$ cat src/hw/rtl/wrt_pkg.sv
package wrt_pkg;

    localparam int DEF_WIPER_BITS = 8;

    localparam logic [15:0] DEF_HIGH_VOLTAGE_THRESHOLD = 16'd4500;
    localparam logic [15:0] DEF_HIGH_TOLERANCE         = 16'd500;
    localparam logic [15:0] DEF_LOW_TOLERANCE          = 16'd90;

    localparam logic [1:0] REG_HIGH_VOLTAGE_THRESHOLD = 2'd0;
    localparam logic [1:0] REG_HIGH_TOLERANCE         = 2'd1;
    localparam logic [1:0] REG_LOW_TOLERANCE          = 2'd2;

    localparam logic CMD_START   = 1'b0;
    localparam logic CMD_MEASURE = 1'b1;

    localparam logic [1:0] PH_IDLE  = 2'd0;
    localparam logic [1:0] PH_RAMP  = 2'd1;
    localparam logic [1:0] PH_FINAL = 2'd2;

    localparam logic [1:0] ACT_WRITE   = 2'd0;
    localparam logic [1:0] ACT_MEASURE = 2'd1;
    localparam logic [1:0] ACT_DONE    = 2'd2;
    localparam logic [1:0] ACT_IGNORED = 2'd3;

    typedef struct packed {
        logic [1:0]  phase;
        logic        ramp_up;
        logic [15:0] previous_error;
        logic [15:0] last_target;
    } t_state;

    typedef struct packed {
        logic [15:0] high_voltage_threshold;
        logic [15:0] high_tolerance;
        logic [15:0] low_tolerance;
    } t_cfg;

    typedef struct packed {
        logic [1:0]  action;
        logic        in_tolerance;
        logic [15:0] requested_mv;
    } t_res;

endpackage

$ cat src/hw/rtl/wrt_core.sv
module wrt_core #(
    parameter int WIPER_BITS = wrt_pkg::DEF_WIPER_BITS
) (
    input  wrt_pkg::t_state        i_state,
    input  logic [WIPER_BITS-1:0]  i_wiper,
    input  wrt_pkg::t_cfg          i_cfg,
    input  logic                   i_command,
    input  logic [15:0]            i_target_mv,
    input  logic [7:0]             i_wiper_now,
    input  logic [15:0]            i_measured_mv,
    output wrt_pkg::t_state        o_state,
    output logic [WIPER_BITS-1:0]  o_wiper,
    output wrt_pkg::t_res          o_res,
    output logic [7:0]             o_wiper_code
);
    import wrt_pkg::*;

    localparam int WIDE = (WIPER_BITS > 8) ? WIPER_BITS : 8;
    localparam logic [WIPER_BITS-1:0] WIPER_MAX = {WIPER_BITS{1'b1}};

    function automatic logic [WIPER_BITS-1:0] step(input logic [WIPER_BITS-1:0] w,
                                                   input logic up);
        logic [WIPER_BITS-1:0] r;
        r = w;
        if (up) begin
            if (w != WIPER_MAX) r = w + 1'b1;
        end else begin
            if (w != '0) r = w - 1'b1;
        end
        return r;
    endfunction

    logic [WIDE-1:0]       wnow_wide;
    logic [WIPER_BITS-1:0] wnow;
    logic [15:0]           ref_mv;
    logic [15:0]           err;
    logic                  done;
    logic [15:0]           tol;
    logic [WIDE-1:0]       code_wide;

    assign wnow_wide = WIDE'(i_wiper_now);
    assign wnow      = wnow_wide[WIPER_BITS-1:0];
    assign ref_mv    = (i_command == CMD_START) ? i_target_mv : i_state.last_target;
    assign err       = (ref_mv < i_measured_mv) ? (i_measured_mv - ref_mv)
                                                : (ref_mv - i_measured_mv);
    assign done      = i_state.ramp_up ? ((i_measured_mv > i_state.last_target) ||
                                          (i_wiper == WIPER_MAX))
                                       : ((i_measured_mv < i_state.last_target) ||
                                          (i_wiper == '0));
    assign tol       = (i_state.last_target > i_cfg.high_voltage_threshold) ?
                       i_cfg.high_tolerance : i_cfg.low_tolerance;

    always_comb begin
        o_state             = i_state;
        o_wiper             = i_wiper;
        o_res.action        = ACT_IGNORED;
        o_res.in_tolerance  = 1'b0;
        if (i_command == CMD_START) begin
            o_state.last_target    = i_target_mv;
            o_state.previous_error = err;
            o_state.ramp_up        = i_target_mv > i_measured_mv;
            o_wiper                = step(wnow, i_target_mv > i_measured_mv);
            o_state.phase          = PH_RAMP;
            o_res.action           = ACT_WRITE;
        end else if (i_state.phase == PH_RAMP) begin
            o_state.previous_error = err;
            if (!done) begin
                o_wiper      = step(i_wiper, i_state.ramp_up);
                o_res.action = ACT_WRITE;
            end else begin
                o_state.phase = PH_FINAL;
                if (err > i_state.previous_error) begin
                    o_wiper      = step(i_wiper, !i_state.ramp_up);
                    o_res.action = ACT_WRITE;
                end else begin
                    o_res.action = ACT_MEASURE;
                end
            end
        end else if (i_state.phase == PH_FINAL) begin
            o_res.in_tolerance = err < tol;
            o_state.phase      = PH_IDLE;
            o_res.action       = ACT_DONE;
        end
        o_res.requested_mv = o_state.last_target;
    end

    assign code_wide    = WIDE'(o_wiper);
    assign o_wiper_code = code_wide[7:0];

endmodule

$ cat src/hw/rtl/wiper_ramp_voltage_trim_top.sv
// Channel   Direction  tdata                                   tuser
// s_axis    in         target_mv, wiper_now, measured_mv       command
// m_axis    out        wiper_code, in_tolerance, requested_mv  action
// Config    in         write enable, register index, 16-bit data
//
// Every request's result is registered and valid in the cycle after the request is taken.
// One request per cycle is sustained while the master side is ready; the result register is the only stage.
// The slave side stalls only while a result waits and the master side is not ready.
// Reset is synchronous and active low; configuration returns to its defaults.
module wiper_ramp_voltage_trim_top #(
    parameter int WIPER_BITS = wrt_pkg::DEF_WIPER_BITS
) (
    input  logic        i_clk,
    input  logic        i_rst_n,
    input  logic        i_cfg_we,
    input  logic [1:0]  i_cfg_index,
    input  logic [15:0] i_cfg_data,
    input  logic        s_axis_tvalid,
    output logic        s_axis_tready,
    input  logic [39:0] s_axis_tdata,  // target_mv, wiper_now, measured_mv
    input  logic [0:0]  s_axis_tuser,  // command
    output logic        m_axis_tvalid,
    input  logic        m_axis_tready,
    output logic [31:0] m_axis_tdata,  // wiper_code, in_tolerance, requested_mv, zero pad
    output logic [1:0]  m_axis_tuser   // action
);
    import wrt_pkg::*;

    t_cfg                  r_cfg;
    t_state                r_state;
    t_state                n_state;
    logic [WIPER_BITS-1:0] r_wiper;
    logic [WIPER_BITS-1:0] n_wiper;
    logic                  r_out_valid;
    t_res                  r_res;
    t_res                  n_res;
    logic [7:0]            r_code;
    logic [7:0]            n_code;
    logic                  accept;

    assign s_axis_tready = !r_out_valid || m_axis_tready;
    assign accept        = s_axis_tvalid && s_axis_tready;

    wrt_core #(
        .WIPER_BITS(WIPER_BITS)
    ) u_core (
        .i_state      (r_state),
        .i_wiper      (r_wiper),
        .i_cfg        (r_cfg),
        .i_command    (s_axis_tuser[0]),
        .i_target_mv  (s_axis_tdata[15:0]),
        .i_wiper_now  (s_axis_tdata[23:16]),
        .i_measured_mv(s_axis_tdata[39:24]),
        .o_state      (n_state),
        .o_wiper      (n_wiper),
        .o_res        (n_res),
        .o_wiper_code (n_code)
    );

    always_ff @(posedge i_clk) begin
        if (!i_rst_n) begin
            r_cfg.high_voltage_threshold <= DEF_HIGH_VOLTAGE_THRESHOLD;
            r_cfg.high_tolerance         <= DEF_HIGH_TOLERANCE;
            r_cfg.low_tolerance          <= DEF_LOW_TOLERANCE;
        end else if (i_cfg_we) begin
            unique case (i_cfg_index)
                REG_HIGH_VOLTAGE_THRESHOLD: r_cfg.high_voltage_threshold <= i_cfg_data;
                REG_HIGH_TOLERANCE:         r_cfg.high_tolerance         <= i_cfg_data;
                REG_LOW_TOLERANCE:          r_cfg.low_tolerance          <= i_cfg_data;
                default: ;
            endcase
        end
    end

    always_ff @(posedge i_clk) begin
        if (!i_rst_n) begin
            r_state     <= '{phase: PH_IDLE, ramp_up: 1'b0, previous_error: '0,
                             last_target: '0};
            r_wiper     <= '0;
            r_out_valid <= 1'b0;
        end else begin
            if (accept) begin
                r_state     <= n_state;
                r_wiper     <= n_wiper;
                r_out_valid <= 1'b1;
            end else if (m_axis_tready) begin
                r_out_valid <= 1'b0;
            end
        end
    end

    always_ff @(posedge i_clk) begin
        if (accept) begin
            r_res  <= n_res;
            r_code <= n_code;
        end
    end

    assign m_axis_tvalid = r_out_valid;
    assign m_axis_tuser  = r_res.action;
    assign m_axis_tdata  = {7'd0, r_res.requested_mv, r_res.in_tolerance, r_code};

    a_stall_only_when_full : assert property (@(posedge i_clk) disable iff (!i_rst_n)
        !s_axis_tready |-> m_axis_tvalid)
        else $error("Input stalled with no result pending.");

    a_start_begins_ramp : assert property (@(posedge i_clk) disable iff (!i_rst_n)
        accept && s_axis_tuser[0] == CMD_START |=>
            r_state.phase == PH_RAMP && m_axis_tvalid && m_axis_tuser == ACT_WRITE)
        else $error("Start request did not begin a ramp.");

    a_idle_measure_ignored : assert property (@(posedge i_clk) disable iff (!i_rst_n)
        accept && s_axis_tuser[0] == CMD_MEASURE && r_state.phase == PH_IDLE |=>
            r_state.phase == PH_IDLE && m_axis_tuser == ACT_IGNORED &&
            r_wiper == $past(r_wiper))
        else $error("Measurement while idle changed state.");

    a_pass_only_on_done : assert property (@(posedge i_clk) disable iff (!i_rst_n)
        m_axis_tvalid && m_axis_tuser != ACT_DONE |-> !m_axis_tdata[8])
        else $error("Tolerance flag set on a result that is not a finish.");

endmodule
$ cat config.mk
export PLATFORM = sky130hd
export DESIGN_NAME = wiper_ramp_voltage_trim_top
export DESIGN_NICKNAME = d
export VERILOG_FILES = /design/src/hw/rtl/wrt_pkg.sv /design/src/hw/rtl/wrt_core.sv /design/src/hw/rtl/wiper_ramp_voltage_trim_top.sv
export SDC_FILE = /design/constraint.sdc
export NUM_CORES = 1
export LEC_CHECK = 0
export BUFFER_PORTS_ARGS = -buffer_cell sky130_fd_sc_hd__clkbuf_2
export CAP_MARGIN = 20
export CORE_ASPECT_RATIO = 0.9
export CORE_UTILIZATION = 50
export CTS_CLUSTER_DIAMETER = 80
export CTS_CLUSTER_SIZE = 14
export DETAILED_ROUTE_END_ITERATION = 12
export GPL_ROUTABILITY_DRIVEN = 0
export GPL_TIMING_DRIVEN = 0
export PLACE_DENSITY = 0.72
export SYNTH_ARGS = -nofsm -noshare
export SYNTH_HDL_FRONTEND = slang
export SYNTH_SLANG_ARGS = --single-unit
export TNS_END_PERCENT = 50
$ cat constraint.sdc
create_clock -name i_clk -period 5.9 [get_ports i_clk]
set_input_delay 0.59 -clock i_clk [delete_from_list [all_inputs] [get_ports i_clk]]
set_output_delay 0.59 -clock i_clk [all_outputs]
set_load 0.02 [all_outputs]
==> out/qor.csv, run 1 <==
metric,value,unit
postLayoutCellArea,11080,um2
root_buffer,clkbuf_16,
nets,1437,
h-tree-depth,4,
synth.distinct_cells,81,
synth.area.mux_share,0.07492,
grt_overflow,0,
grt_pass1_wl,43.04,mm
drt_iter0_markers,636,
cp_data_required_time,6060,ps
worst_pin_slew,831.1,ps
leakage,4.994,nW
yosysTopAreaCell,dfxtp_1,
grt_antenna_before_repair,0,
slew_headroom,0.4422,
ant_nets,0,
vias,8717,
initial_core_util,0.5106,
placedCellCount,1475,
fin_tns_setup,0,ps
synth.top_cells.by_area,"dfxtp_1, ha_1, edfxtp_1",
synthSimpleGateAreaFrac,0.1838,
cp-start-kind,input pin,
dominantRegCellSynth,dfxtp_1,
fmax,173.4,MHz
yosysMostFrequentCell,nand2_1,
async_reset_ff_frac,0,
fin_worst_skew,7.518,ps
path_clk_slew,60,ps
synthAdderAreaFrac,0.1592,
m1WireLength,12.65,mm
crit_type,input pin to register,
maxCapViolCount,0,
synth_top_family_by_area,compound AO/OA/AOI/OAI gates,
yosysWarnings,0,
wl,27.70,mm
postLayoutCoreUtil,0.6041,
track_usage,0.2892,
setup_viol,0,
synth_cells,1135,
syn_to_final_growth,18.30,%
highest_layer,met4,
ir_drop,0.2184,mV
cts_hold_buf,0,
dieArea,19290,um2
cts.sinks,119,
power_density,282.1,nW/um2
synth_compound_area_frac,0.1923,
placed_area,10180,um2
end_kind,register,
synth_seq_cells,119,
power,3.126,mW
dpl.hpwl,21.00,mm
status,"complete, no violations",
drive_gt1_frac,0.1727,
min_period,5767,ps
synth_edf_count,27,
first_pass_iters,6,
cts_tree,done,
clkLatencyLatePin,430,ps
vias_per_cell,5.761,
fin_ws,133.4,ps
pre_cts_ws,-1028,ps
final-hold-violation-count,0,
crit_arrival,5930,ps
final-instance-count-excl-fill,1513,
hold_class,input pin to register,
drv_slew,0,
cts-buffers-inserted,17,
die_h,131.9,um
met3_length,2.627,mm
syn_area,9369,um2
die_x,146.3,um
grt_max_degree,32,
synth_common_cells,"nand2_1, ha_1, a21oi_1",
ioPinCount,100,
wl_met2,11.92,mm
period_share,0.9774,
port_buffers,88,
avgSynthCellArea,8.255,um2
fp.coreArea,18350,um2
clockBufferDepth,2,
wire_per_inst,18.30,um
crit_fanout,10,
antenna-diode-count,0,
synth_xor_area_frac,0.01963,
yosysSeqAreaShare,0.2831,
grt_pass1_vias,8061,
drc,0,
synth_top_area_share,0.1966,
whs,390.2,ps
rows,47,
[final timing paths]
check	startpoint	to	slack, ps	cells past startpoint
worst max-delay path	s_axis_tuser	r_code[1]$_DFFE_PP_	130	26
worst min register to register	r_cfg[9]$_SDFFE_PN0P_	r_cfg[9]$_SDFFE_PN0P_	460	2
worst min-delay path	s_axis_tvalid	m_axis_tvalid$_SDFFE_PN0P_	390	3
worst max register to register	r_state[0]$_SDFFE_PN0P_	r_code[1]$_DFFE_PP_	330	24
[flip-flops by register name, indices dropped and copies added, names as in the netlist]
| name | cells |
|---|---|
| m_axis_tuser | 2 |
| m_axis_tdata | 17 |
| r_code | 8 |
| r_cfg | 48 |
| r_wiper | 8 |
| r_state | 35 |
| m_axis_tvalid | 1 |
[layout make-up]
class | instances | area, um2
Buffer | 71 | 490.5
Clock buffer | 18 | 439.2
Clock inverter | 14 | 150.1
Fill cell | 1635 | 7264
Inverter | 100 | 375.4
Multi-Input combinational cell | 848 | 6141
Sequential cell | 119 | 2653
Tap cell | 245 | 306.5
Timing Repair Buffer | 98 | 528.0
[what timing repair did]
action	4_1_cts	5_1_grt
setup endpoints to repair	16	16
pin swaps	3	6
resized for setup	27	25
buffers inserted	2	7
[cells by family (layout without fill, tap and decap cells)]
family | count (synthesis) | after routing
xor gates and xnor gates | 21 | 21
muxes | 66 | 66
buffers and inverters | 174 | 301
and+or+nand+nor | 356 | 356
other | 1 | 7
adders and majority gates | 118 | 118
DFF | 119 | 119
AOI/OAI and AO/OA | 280 | 280
[placed cells by master, fill, tap and decap left out, types with 11 or more instances in the layout]
master | Yosys | layout
xnor2_1 | 13 | 12
inv_1 | 99 | 99
clkbuf_16 | 0 | 19
clkbuf_2 | 2 | 91
nand2_1 | 146 | 146
nor3_1 | 15 | 15
a21o_1 | 29 | 29
edfxtp_1 | 27 | 27
buf_4 | 7 | 17
clkbuf_1 | 46 | 36
mux2i_1 | 54 | 44
ha_1 | 116 | 113
a31oi_1 | 17 | 17
dfxtp_1 | 92 | 92
o21ai_0 | 25 | 24
nand3_1 | 37 | 37
and3_1 | 12 | 12
a211oi_1 | 36 | 35
nor2_1 | 65 | 65
nand2b_1 | 12 | 11
nand4_1 | 20 | 20
a21oi_1 | 111 | 109
[where the power goes]
part	internal (mW)	total, mW	switching (mW)
Combinational	0.462	1.13	0.671
Sequential	0.894	0.934	0.0394
Clock	0.611	1.06	0.449
Total	1.97	3.13	1.16
[critical path, stage by stage]
cell and delay, ps:
buf_8 150, clkbuf_16 180, mux2i_4 270, ha_2 210, inv_1 50, fa_1 390
a21o_1 210, a21oi_2 180, o31a_1 310, o311ai_2 150, a21o_1 190, buf_4 180
buf_6 170, a31o_2 210, xnor2_1 400, ha_1 350, a21oi_1 170, o21ai_0 110
a21oi_1 250, o211ai_4 200, and2_0 190, buf_2 170, and4b_1 210, nor3_1 180
o311a_1 210, nor2_1 50
[layer usage]
layer  up-vias  track usage
met3        39      0.06609
met4         0      0.08970
met5         -            0
met1      4012       0.4090
li1       4274            -
met2       392       0.4354
No activity file was read; power rests on OpenSTA's default activity.
==> run 2, diff against run 1 <==
--- a/config.mk
+++ b/config.mk
@@ -7,14 +7,16 @@
 export LEC_CHECK = 0
 export BUFFER_PORTS_ARGS = -buffer_cell sky130_fd_sc_hd__clkbuf_2
 export CAP_MARGIN = 20
+export CELL_PAD_IN_SITES_DETAIL_PLACEMENT = 1
+export CELL_PAD_IN_SITES_GLOBAL_PLACEMENT = 1
 export CORE_ASPECT_RATIO = 0.9
-export CORE_UTILIZATION = 50
+export CORE_UTILIZATION = 30
 export CTS_CLUSTER_DIAMETER = 80
 export CTS_CLUSTER_SIZE = 14
 export DETAILED_ROUTE_END_ITERATION = 12
 export GPL_ROUTABILITY_DRIVEN = 0
 export GPL_TIMING_DRIVEN = 0
-export PLACE_DENSITY = 0.72
+export PLACE_DENSITY_LB_ADDON = 0.1
 export SYNTH_ARGS = -nofsm -noshare
 export SYNTH_HDL_FRONTEND = slang
 export SYNTH_SLANG_ARGS = --single-unit
==> out/qor.csv, run 2 (same netlist as run 1, synthesis figures left out) <==
metric,value,unit,change
worst_pin_slew,930.9,ps,+99.74 ps
fp.coreArea,30830,um2,+68%
crit_fanout,10,,unchanged
crit_type,input pin to register,,
r2r_start,r_state[11]$_SDFFE_PN0P_,,
vias_per_cell,5.165,,-10%
fin_tns_setup,0,ps,unchanged
rows,61,,+30%
slowest_delay,510,ps,+110 ps
regMostFlops,r_cfg,,
track_usage,0.2162,,-0.07303
cp_data_required_time,6070,ps,about the same
syn_to_final_growth,20.79,%,
nets,1430,,-0.49%
crit_chain,"clkbuf_8, clkbuf_16, mux2i_4, ha_2, inv_1, fa_2, a21o_1, a21oi_2, o31a_1, o311ai_2, a21o_1, buf_6, a2111oi_4, a21oi_1, xor2_2, ha_1, nand4_1, nand2b_4, or3_4, clkbuf_8, and3_1, mux4_2, a21oi_2, a21oi_1",,
h-tree-depth,4,,unchanged
status,"complete, no violations",,
grt_max_degree,32,,unchanged
wire_per_inst,20.46,um,+12%
cts_tree,done,,
first_pass_iters,5,,-1
power,3.191,mW,+2.1%
fin_ws,257.0,ps,+123.6 ps
hold_start,s_axis_tvalid,,
final-instance-count-excl-fill,1669,,+10%
wl,34.14,mm,+23%
clkLatencyLatePin,440,ps,about the same
maxCapViolCount,0,,unchanged
root_buffer,clkbuf_16,,
power_density,281.9,nW/um2,about the same
cp-start-kind,input pin,,
grt_pass1_wl,51.34,mm,+19%
fillers,3713,,+130%
placedCellCount,1639,,+11%
whs_endpoint,m_axis_tvalid$_SDFFE_PN0P_,,
hold_class,input pin to register,,
r2r_end,r_code[4]$_DFFE_PP_,,
slew_headroom,0.3794,,-0.06278
antenna-diode-count,0,,unchanged
initial_core_util,0.3038,,-0.2068
cts.sinks,119,,unchanged
crit_arrival,5810,ps,-120 ps
mostFrequentLayoutCells,"nand2_1, ha_1, a21oi_1",,
dpl.hpwl,26.89,mm,+28%
final-hold-violation-count,0,,unchanged
ir_drop,0.2226,mV,+2.0%
worstHoldPathCells,3,,unchanged
ant_nets,0,,unchanged
die_h,169.7,um,+29%
final_common_cell,nand2_1,,
path_clk_slew,60,ps,about the same
port_buffers,88,,unchanged
cp_slowest_cell,mux4_2,,
ioPinCount,100,,unchanged
clockBufferDepth,2,,unchanged
ff2ff_path_depth,21,,-13%
die_x,188.3,um,+29%
postLayoutCoreUtil,0.3670,,-0.2370
vias,8621,,-1.1%
cts-buffers-inserted,17,,unchanged
drive_gt1_frac,0.1762,,+0.003478
drc,0,,unchanged
dieArea,31940,um2,+66%
drt_iter0_markers,445,,-30%
fin_worst_skew,11.29,ps,+3.775 ps
grt_pass1_vias,8539,,+5.9%
setup_viol,0,,unchanged
drv_slew,0,,unchanged
min_period,5643,ps,-123.6 ps
grt_setup_unrepaired,false,,
pre_cts_ws,-1606,ps,-577.9 ps
leakage,4.972,nW,-0.44%
grt_antenna_before_repair,0,,unchanged
end_kind,register,,
grt_overflow,0,,unchanged
fmax,177.2,MHz,+2.2%
cts_hold_buf,0,,unchanged
reg2reg_slack,460,ps,+130 ps
largest_reg_flops,48,,unchanged
period_share,0.9564,,-0.02094
-- run 2: changes by cell type in the layout (fill, tap and decap cells not counted), moves of 3 or more --
cell      before  now
ha_1         113  109
buf_4         17   12
ha_2           1    6
xnor2_1       12    8
inv_8          5    0
xnor2_2        1    4
mux2i_4        5    8
clkinv_4       1    5
mux2i_2        5    2
-- run 2: metal layers --
layer	up-vias	wire [um]	track usage
met5	-	0	0
met4	0	259	0.04242
met3	18	1248	0.03350
met2	171	14880	0.3347
met1	4206	17750	0.3146
li1	4226	-	-
-- run 2: critical path: cells and delay by family --
| family | cells | cell delay [ps] |
|---|---|---|
| muxes | 2 | 780 |
| xor gates and xnor gates | 1 | 210 |
| adders and majority gates | 3 | 900 |
| and+or+nand+nor | 4 | 960 |
| AOI/OAI and AO/OA | 9 | 1570 |
| buffers and inverters | 5 | 770 |
-- run 2: through the flow --
stage / hold WS, ps / instance area, um2
floorplan: 435.7 / 9408
global placement: 441.4 / 10360
detailed placement: 447.5 / 10380
CTS: 359.9 / 11150
global route: 393.3 / 11320
finish: 381.6 / 11320
-- run 2: area by class of cell --
| type | instances | area [um2] | area share |
|---|---|---|---|
| inverters | 100 | 375.4 | 0.03317 |
| well taps | 409 | 511.7 | 0.04522 |
| multi-input cells | 848 | 6230 | 0.5505 |
| repair buffers | 95 | 509.2 | 0.04500 |
| plain buffers | 67 | 475.5 | 0.04201 |
| clock inverters | 11 | 116.4 | 0.01028 |
| clock buffers | 20 | 446.7 | 0.03947 |
| flip-flops and latches | 119 | 2653 | 0.2344 |
-- run 2: timing repair --
item,in CTS,in global routing
endpoints found under the setup margin,17,16
setup buffers,3,3
endpoints found under the hold margin,0,0
pin swaps,2,8
gates resized for setup,39,27
-- run 2: worst max path at each step --
stage / end / startpoint / slack [ps] / cells past startpoint
detailed placement: r_wiper[6]$_SDFFE_PN0P_ / s_axis_tuser / -1610 / 26
global placement: r_wiper[6]$_SDFFE_PN0P_ / s_axis_tuser / -1570 / 26
CTS: r_wiper[1]$_SDFFE_PN0P_ / s_axis_tuser / 20 / 25
floorplan: r_wiper[6]$_SDFFE_PN0P_ / s_axis_tuser / 40 / 25
global route: r_code[7]$_DFFE_PP_ / s_axis_tuser / 20 / 24
finish: r_code[4]$_DFFE_PP_ / s_axis_tuser / 260 / 24
-- run 2: power by group --
group	total [mW]	switching [mW]	leakage [nW]	internal (mW)
logic	1.22	0.732	3.68	0.489
clock network	1.03	0.439	0.272	0.596
registers	0.935	0.0409	1.02	0.894
==> run 3, diff against run 2 <==
--- a/config.mk
+++ b/config.mk
@@ -10,7 +10,7 @@
 export CELL_PAD_IN_SITES_DETAIL_PLACEMENT = 1
 export CELL_PAD_IN_SITES_GLOBAL_PLACEMENT = 1
 export CORE_ASPECT_RATIO = 0.9
-export CORE_UTILIZATION = 30
+export CORE_UTILIZATION = 41
 export CTS_CLUSTER_DIAMETER = 80
 export CTS_CLUSTER_SIZE = 14
 export DETAILED_ROUTE_END_ITERATION = 12
==> out/qor.csv, run 3 (same netlist as run 1, synthesis figures left out) <==
metric,value,unit,change
final_common_cell,nand2_1,,
clkPwrFrac,0.329,,+0.005
grt_setup_unrepaired,true,,
initial_core_util,0.4174,,+0.1135
clockBufferDepth,2,,unchanged
hold_class,input pin to register,,
port_buffers,88,,unchanged
postLayoutCellArea,11150,um2,-1.5%
h-tree-depth,4,,unchanged
slowest_delay,390,ps,-120 ps
crit_fanout,10,,unchanged
track_usage,0.2713,,+0.05509
regMostFlops,r_cfg,,
placed_area,10220,um2,-1.5%
period_share,0.9876,,+0.03115
die_h,145.4,um,-14%
power_density,286.1,nW/um2,+1.5%
cts_hold_buf,0,,unchanged
grt_pass1_wl,48.85,mm,-4.9%
cp-start-kind,input pin,,
vias,8778,,+1.8%
fin_ws,73.18,ps,-183.8 ps
antenna-diode-count,0,,unchanged
path_clk_slew,70,ps,about the same
nets,1433,,+0.21%
clkLatencyLatePin,440,ps,about the same
ir_drop,0.1575,mV,-29%
cp_slowest_cell,fa_1,,
wl,31.49,mm,-7.8%
end_kind,register,,
grt_max_degree,37,,+16%
cp_common_cell,a21o_1,,
mostFrequentLayoutCells,"nand2_1, ha_1, a21oi_1",,
rows,52,,-15%
dpl.hpwl,24.45,mm,-9.1%
vias_per_cell,5.627,,+8.9%
grt_pass1_vias,8775,,+2.8%
fmax,171.6,MHz,-3.2%
ioPinCount,100,,unchanged
slew_headroom,0.3604,,-0.01901
fin_worst_skew,12.13,ps,+0.8330 ps
syn_to_final_growth,19.02,%,
power,3.190,mW,about the same
switchingPower,1.200,mW,-0.93%
dieArea,23460,um2,-27%
maxCapViolCount,0,,unchanged
internal-power,1.990,mW,+0.52%
status,"complete, no violations",,
die_x,161.3,um,-14%
first_pass_iters,5,,unchanged
wire_per_inst,20.19,um,-1.3%
root_buffer,clkbuf_16,,
fp.coreArea,22450,um2,-27%
drive_gt1_frac,0.1758,,-0.0004185
combPwrFrac,0.378,,-0.005
min_period,5827,ps,+183.8 ps
cts_tree,done,,
leakage,4.970,nW,about the same
drt_iter0_markers,501,,+13%
drc,0,,unchanged
drv_slew,0,,unchanged
crit_type,input pin to register,,
worst_pin_slew,959.4,ps,+28.52 ps
ant_nets,0,,unchanged
seq_power_share,0.293,,about the same
cts-buffers-inserted,17,,unchanged
whs,382.5,ps,+0.8960 ps
cts.sinks,119,,unchanged
grt_antenna_before_repair,0,,unchanged
largest_reg_flops,48,,unchanged
p_sw_frac,0.3762,,-0.003426
cp_data_required_time,6230,ps,+160 ps
crit_arrival,6150,ps,+340 ps
pre_cts_ws,-1117,ps,+488.5 ps
final-hold-violation-count,0,,unchanged
grt_overflow,0,,unchanged
setup_viol,0,,unchanged
run 3: cell types whose count changed in the layout (fill, tap and decap cells not counted), moves of 3 or more:
| cell | before | now |
|---|---|---|
| clkinv_4 | 5 | 0 |
| a31oi_1 | 17 | 13 |
| buf_4 | 12 | 16 |
| a31oi_2 | 0 | 3 |
run 3: metal layers:
layer / vias to the layer above / share of wire / track usage
met3: 44 / 0.045 / 0.03477
met4: 0 / 0.020 / 0.09151
li1: 4243 / - / -
met2: 208 / 0.44 / 0.4241
met1: 4283 / 0.49 / 0.3844
met5: - / 0 / 0
run 3: power groups by stage:
stage	combinational (mW)	sequential (mW)	clock, mW
global placement	1.07	0.945	0
floorplan	0.744	0.956	0
detailed placement	1.10	0.948	0
finish	1.21	0.933	1.05
CTS	1.15	0.931	1.06
global route	1.32	0.938	1.09
run 3: cell type report:
class | instances | area [um2]
plain buffers | 69 | 480.5
clock buffers | 20 | 467.9
clock inverters | 11 | 108.9
fillers | 2736 | 11300
inverters | 100 | 375.4
multi-input cells | 848 | 6193
flip-flops and latches | 119 | 2653
well taps | 297 | 371.6
repair buffers | 96 | 500.5
run 3: path summary, 6_finish.rpt:
path	from	to	slack, ps	depth (start not counted)
worst max-delay path	s_axis_tuser	r_wiper[1]$_SDFFE_PN0P_	70	27
worst min-delay path	s_axis_tvalid	m_axis_tvalid$_SDFFE_PN0P_	380	3
worst max register to register	r_state[1]$_SDFFE_PN0P_	r_wiper[1]$_SDFFE_PN0P_	280	24
worst min register to register	r_cfg[46]$_SDFFE_PN0P_	r_cfg[46]$_SDFFE_PN0P_	460	2
run 3: timing repair:
item / in CTS / in global routing
cloned: 0 / 0
setup endpoints to repair: 17 / 16
buffers inserted: 3 / 5
pin swaps: 2 / 6
endpoints found under the hold margin: 0 / 0
resized for setup: 31 / 30
run 3: metrics by stage:
step                std cells    util  TNS [ps]
finish                   1560  0.4968         0
global route             1560  0.4968    -182.9
CTS                      1555  0.4881         0
detailed placement       1526  0.4554    -15190
global placement         1526  0.4553    -15740
floorplan                1141       -         0
run 3: worst max-delay path, delay by kind of cell:
| family | cells | cell delay (ps) |
|---|---|---|
| buf+inv | 6 | 960 |
| mux | 1 | 250 |
| compound gates | 11 | 2350 |
| simple gates | 5 | 830 |
| fa+ha+maj | 3 | 940 |
| xor+xnor | 1 | 200 |
